[src/rtl/core/pmc_pkg.sv]
// pan-law matrix coefficient package: widths, payload types, opcodes and
// the quarter-wave sine table builder evaluated at elaboration
// no dependencies

package pmc_pkg;

  typedef longint unsigned u64_t;

  // table and gain format
  localparam int SINE_TABLE_DEPTH = 256;
  localparam int GAIN_FRAC_BITS   = 15;

  localparam int PAN_W      = 16;
  localparam int PHASE_W    = 16;
  localparam int PHASE_FRAC = 15;
  localparam int GAIN_W     = 16;
  localparam int Q30_FRAC   = 30;
  localparam int Q30_W      = Q30_FRAC + 1;
  localparam int ADDR_W     = $clog2(SINE_TABLE_DEPTH + 1);

  localparam int PAN_FULL   = 16384;
  localparam int PHASE_FULL = 32768;

  localparam int FIFO_DEPTH = 8;
  localparam int FIFO_PTR_W = $clog2(FIFO_DEPTH);
  localparam int FIFO_CNT_W = $clog2(FIFO_DEPTH + 1);

  localparam u64_t Q30_ONE64   = 64'd1 << Q30_FRAC;
  localparam u64_t HALF_PI_Q30 = 64'd1686629713;

  typedef logic signed [PAN_W-1:0] pan_t;
  typedef logic [PHASE_W-1:0]      phase_t;
  typedef logic [GAIN_W-1:0]       gain_t;
  typedef logic [Q30_W-1:0]        q30_t;
  typedef logic [ADDR_W-1:0]       sine_addr_t;

  localparam q30_t Q30_ONE = q30_t'(Q30_ONE64);

  // opcodes
  localparam logic OP_MONO    = 1'b0;
  localparam logic OP_BALANCE = 1'b1;

  typedef struct packed {
    gain_t gain_left_to_left;
    gain_t gain_right_to_left;
    gain_t gain_left_to_right;
    gain_t gain_right_to_right;
  } pmc_gains_t;

  typedef q30_t sine_tab_t [0:SINE_TABLE_DEPTH];

  // restoring long division for the table build; elaboration only
  function automatic u64_t elab_div(u64_t num, u64_t den);
    u64_t quo;
    u64_t rem;
    quo = '0;
    rem = '0;
    for (int b = 63; b >= 0; b--) begin
      rem = {rem[62:0], num[b]};
      if (rem >= den) begin
        rem    = rem - den;
        quo[b] = 1'b1;
      end
    end
    return quo;
  endfunction

  // integer taylor series, each term truncated at q30; elaboration only
  function automatic q30_t taylor_sine(u64_t x);
    u64_t   x2;
    u64_t   term;
    longint sum;
    x2   = (x * x) >> Q30_FRAC;
    term = x;
    sum  = 0;
    for (int n = 0; n < 24; n++) begin
      if ((n & 1) == 0) begin
        sum = sum + longint'(term);
      end else begin
        sum = sum - longint'(term);
      end
      term = elab_div((term * x2) >> Q30_FRAC, u64_t'((2 * n + 2) * (2 * n + 3)));
    end
    if (sum < 0) begin
      return '0;
    end
    if (u64_t'(sum) > Q30_ONE64) begin
      return Q30_ONE;
    end
    return q30_t'(sum);
  endfunction

  // entry k holds sin(pi/2 * k / depth), forced non-decreasing
  function automatic sine_tab_t build_sine_table();
    sine_tab_t tab;
    u64_t      x;
    q30_t      v;
    tab[0] = '0;
    for (int k = 1; k < SINE_TABLE_DEPTH; k++) begin
      x = (HALF_PI_Q30 * u64_t'(k) + u64_t'(SINE_TABLE_DEPTH / 2)) / SINE_TABLE_DEPTH;
      v = taylor_sine(x);
      if (v < tab[k-1]) begin
        v = tab[k-1];
      end
      tab[k] = v;
    end
    tab[SINE_TABLE_DEPTH] = Q30_ONE;
    return tab;
  endfunction

endpackage

[src/rtl/core/pmc_if.sv]


interface pmc_out_if import pmc_pkg::*; ();
  logic  valid;
  logic  ready;
  gain_t gain_left_to_left;
  gain_t gain_right_to_left;
  gain_t gain_left_to_right;
  gain_t gain_right_to_right;

  modport source (output valid, output gain_left_to_left, output gain_right_to_left,
                  output gain_left_to_right, output gain_right_to_right, input ready);
  modport sink   (input valid, input gain_left_to_left, input gain_right_to_left,
                  input gain_left_to_right, input gain_right_to_right, output ready);
endinterface

[src/rtl/core/pmc_out_fifo.sv]
// result queue between the coefficient pipeline and the output channel
// depends on pmc_pkg and pmc_if

module pmc_out_fifo import pmc_pkg::*; (
  input  logic       clk,
  input  logic       rst_n,
  input  logic       push,
  input  pmc_gains_t push_gains,
  pmc_out_if.source  out_chan
);

  pmc_gains_t            mem_r [FIFO_DEPTH];
  logic [FIFO_PTR_W-1:0] wr_ptr_r;
  logic [FIFO_PTR_W-1:0] rd_ptr_r;
  logic [FIFO_CNT_W-1:0] cnt_r;
  logic [FIFO_CNT_W-1:0] cnt_nxt;
  logic                  pop;
  pmc_gains_t            head;

  assign pop  = out_chan.valid && out_chan.ready;
  assign head = mem_r[rd_ptr_r];

  assign out_chan.valid               = (cnt_r != '0);
  assign out_chan.gain_left_to_left   = head.gain_left_to_left;
  assign out_chan.gain_right_to_left  = head.gain_right_to_left;
  assign out_chan.gain_left_to_right  = head.gain_left_to_right;
  assign out_chan.gain_right_to_right = head.gain_right_to_right;

  assign cnt_nxt = cnt_r + FIFO_CNT_W'(push) - FIFO_CNT_W'(pop);

  always_ff @(posedge clk) begin
    if (!rst_n) begin
      wr_ptr_r <= '0;
      rd_ptr_r <= '0;
      cnt_r    <= '0;
    end else begin
      if (push) begin
        wr_ptr_r <= wr_ptr_r + 1'b1;
      end
      if (pop) begin
        rd_ptr_r <= rd_ptr_r + 1'b1;
      end
      cnt_r <= cnt_nxt;
    end
  end

  always_ff @(posedge clk) begin
    if (push) begin
      mem_r[wr_ptr_r] <= push_gains;
    end
  end

endmodule

[src/flat_wrapper.sv]
// flat-port wrapper written by rule: the top's interface ports become plain ports
module pmc_out_fifo_flat import pmc_pkg::*;
  (clk, rst_n, push, push_gains, out_chan_valid, out_chan_gain_left_to_left, out_chan_gain_right_to_left, out_chan_gain_left_to_right, out_chan_gain_right_to_right, out_chan_ready);
  pmc_out_if out_chan_i ();
  input  logic clk;
  input  logic rst_n;
  input  logic push;
  input  pmc_gains_t push_gains;
  output wire logic [$bits(out_chan_i.valid)-1:0] out_chan_valid;
  output wire logic [$bits(out_chan_i.gain_left_to_left)-1:0] out_chan_gain_left_to_left;
  output wire logic [$bits(out_chan_i.gain_right_to_left)-1:0] out_chan_gain_right_to_left;
  output wire logic [$bits(out_chan_i.gain_left_to_right)-1:0] out_chan_gain_left_to_right;
  output wire logic [$bits(out_chan_i.gain_right_to_right)-1:0] out_chan_gain_right_to_right;
  input wire logic [$bits(out_chan_i.ready)-1:0] out_chan_ready;
  assign out_chan_valid = out_chan_i.valid;
  assign out_chan_gain_left_to_left = out_chan_i.gain_left_to_left;
  assign out_chan_gain_right_to_left = out_chan_i.gain_right_to_left;
  assign out_chan_gain_left_to_right = out_chan_i.gain_left_to_right;
  assign out_chan_gain_right_to_right = out_chan_i.gain_right_to_right;
  assign out_chan_i.ready = out_chan_ready;
  pmc_out_fifo u_core (.clk(clk), .rst_n(rst_n), .push(push), .push_gains(push_gains), .out_chan(out_chan_i));
endmodule
[config.mk]
export PLATFORM = sky130hd
export DESIGN_NAME = pmc_out_fifo_flat
export DESIGN_NICKNAME = d
export VERILOG_FILES = /design/src/rtl/core/pmc_pkg.sv /design/src/rtl/core/pmc_if.sv /design/src/rtl/core/pmc_out_fifo.sv /design/src/flat_wrapper.sv
export SDC_FILE = /design/constraint.sdc
export NUM_CORES = 1
export LEC_CHECK = 0
export ABC_AREA = 1
export BUFFER_PORTS_ARGS = -buffer_cell sky130_fd_sc_hd__buf_4
export CORE_MARGIN = 3
export CORE_UTILIZATION = 56
export CTS_CLUSTER_DIAMETER = 100
export CTS_CLUSTER_SIZE = 8
export DETAILED_ROUTE_END_ITERATION = 6
export GPL_TIMING_DRIVEN = 0
export PLACE_DENSITY = 0.82
export SETUP_SLACK_MARGIN = 0.1
export SYNTH_ARGS = -nofsm -noshare
export SYNTH_HDL_FRONTEND = slang
export SYNTH_SLANG_ARGS = --single-unit
[constraint.sdc]
create_clock -name clk -period 12.1 [get_ports clk]
set_clock_uncertainty 0.1 [all_clocks]
set_input_delay 1.815 -clock clk [delete_from_list [all_inputs] [get_ports clk]]
set_output_delay 1.815 -clock clk [all_outputs]
set_load 0.01 [all_outputs]
==> metrics.txt <==
Final HPWL DP 36.4 mm; full die area roughly 44,000 sq um; Worst Setup End Kind output port; Worst path slowest cell clkbuf_1; total CTS buffers 75; Cell Count, Final, Fillers Out just over 3,000; total grt overflow 0; max_cap viols 0; Max FO, Critical Path 10; FMAX roughly 220 MHz; Bufs and invs on worst path 3; setup violators final 0; worst setup margin ~7.5 ns; initial antenna violation count 3; Post-CTS Setup Repair Bufs 0; fraction of layout cells with a size suffix above 1 0.130; ys async rst share 0; # IOs approximately 130; CTS tree yes; Longest Clk Path Bufs 3; outcome finished, final reports clean; most common cell in the synthesized netlist nand2_1; Die Span Y 209 microns; period utilization 0.383; Synth area leader edfxtp_1; drt total wl roughly 59 mm; Leak ~13 nW; drc violations 0; register area share after synthesis 0.680; synthesis-stage register bit count 525; Final Wtd Congestion between 0.7 and 0.8; DR vias/cell ~5.4; Slew headroom 0.341; Final Hold Viols 0; WL per Instance 19.3 microns; Setup TNS 0 ns; Synth area leaders edfxtp_1, nand2_1, inv_1, nand3_1, buf_2; Layout Nets 2,605; Setup Crit Path Kind flop to output port; # rows 73; CP delay by family, top buffers and inverters; Synth Flop Type edfxtp_1; Distinct cells, synth 18; via count between 15,000 and 20,000; first-pass GRT wire length 89.2 mm; worst-margin pin slew 0.986 ns; worst-path cell chain clkbuf_1 -> clkbuf_1 -> nand2_1 -> nand2_1 -> buf_4; Syn Area/Cell about 10 sq um; Syn Nets 2,376; Die Wd 209 microns; top cells by count, synth nand2_1, inv_1, edfxtp_1; Hold Slack 0.401 ns; DRT antenna net count 0; # hold bufs at CTS 0; P&R area growth vs syn 18.2%; required time of the critical path approximately 10 ns; Clock Latency Late Sink about 0.6 ns; CTS clock-pin slew for the worst setup and hold paths approximately 0.05 ns; Detailed Route Iter0 Violations around 1,800; gr usage total 0.266; pwr dens around 190 nW/um^2; htree depth 3; Netlist Area Pre-Place 23,000 sq um; CTS root buf clkbuf_16; RSZ-0062 raised after global routing false; max incr delay on CP roughly 0.75 ns; Syn Inst Count around 2,300; vias in the first global route ~17,000; IO Port Bufs between 100 and 150; top cell type's share of synthesized area 0.669; VDD IR max around 0.14 mV; fillcell total around 2,700; Final Cell Area about 27,000 sq um; Place WS a little over 8 ns; Post-synth EDFFs about 510; Cells after DPL about 3,000; largest net degree at the start of global routing 26; drt first pass iters 5; Max Slew Vio Count 0; Worst Path Arrival ~2.7 ns; # resized after CTS 0; Yosys warning count 0; Initial Utilization 0.573; fin util 0.677; Post-DP Area roughly 25,000 sq um; shortest period the worst path allows ~4.6 ns; core footprint about 40,000 sq um; Critical Path Start Type flop; Sink Count ~530; total power draw approximately 5.2 mW; HP Class flop to flop
worst reg2reg max path: stages (launching register included):
cell,delay [ns]
dfxtp_1,0.31
inv_1,0.06
ha_1,0.19
nand3_1,0.23
nand3_1,0.19
o21ai_0,0.13
ha_1,0.19
inv_1,0.06
fa_1,0.40
o21ai_0,0.19
a21oi_1,0.07
layout make-up:
| type | count | area (sq um) | share of cell area |
|---|---|---|---|
| Timing Repair Buffer | 152 | 1470 | 0.0542 |
| Antenna cell | 2 | 5.00 | 0.000184 |
| Buffer | 99 | 639 | 0.0235 |
| Clock buffer | 85 | 1960 | 0.0720 |
| Tap cell | 525 | 657 | 0.0242 |
| Sequential cell | 525 | 15600 | 0.576 |
| Inverter | 530 | 1990 | 0.0733 |
| Clock inverter | 3 | 22.5 | 0.000829 |
| Multi-Input combinational cell | 1147 | 4780 | 0.176 |
cells by family (layout without fill, tap and decap cells):
group / after synthesis / after routing / share of synthesized area
flops: 525 / 525 / 0.680
buf+inv: 629 / 869 / 0.114
compound gates: 12 / 12 / 0.00261
other cells: 0 / 2 / 0
simple gates: 1128 / 1128 / 0.199
fa+ha+maj: 7 / 7 / 0.00414
report_power, final:
group	switching, mW	internal, mW	leakage, nW
registers	0.0160	2.05	4.76
clock network	0.706	1.12	0.971
logic	0.838	0.454	6.89
per-layer routing:
| metal | track usage | part of all wire |
|---|---|---|
| met1 | 0.325 | 0.36 |
| met2 | 0.461 | 0.50 |
| met3 | 0.0573 | 0.099 |
| met4 | 0.109 | 0.034 |
| met5 | 0 | 0.00052 |
flip-flops by register name (all words and copies together), names as in the netlist, named ones only:
name	flops
u_core.mem_r	512
u_core.cnt_r	4
u_core.rd_ptr_r	3
u_core.wr_ptr_r	3
path summary, 6_finish.rpt:
kind	from	endpoint	slack [ns]	depth (start not counted)
setup / recovery	flop	out_chan_gain_right_to_right[3]	7.46	5
hold / removal	u_core.wr_ptr_r[0]$_SDFFE_PN0P_	u_core.wr_ptr_r[0]$_SDFFE_PN0P_	0.40	2
setup reg to reg	u_core.cnt_r[2]$_SDFF_PN0_	u_core.cnt_r[2]$_SDFF_PN0_	9.86	10
hold reg to reg	u_core.wr_ptr_r[0]$_SDFFE_PN0P_	u_core.wr_ptr_r[0]$_SDFFE_PN0P_	0.40	2
layout by cell type (no fill, tap or decap), drive strengths merged:
master and instances:
fa 1, nand2 847, buf 242, nor2 17, or2 2, ha 6, inv 532, clkinv 1
clkbuf 94, o21ai 4, nand3 262, dfxtp 13, a21oi 8, diode 2, edfxtp 512
Power figures use the tool's default switching activity.
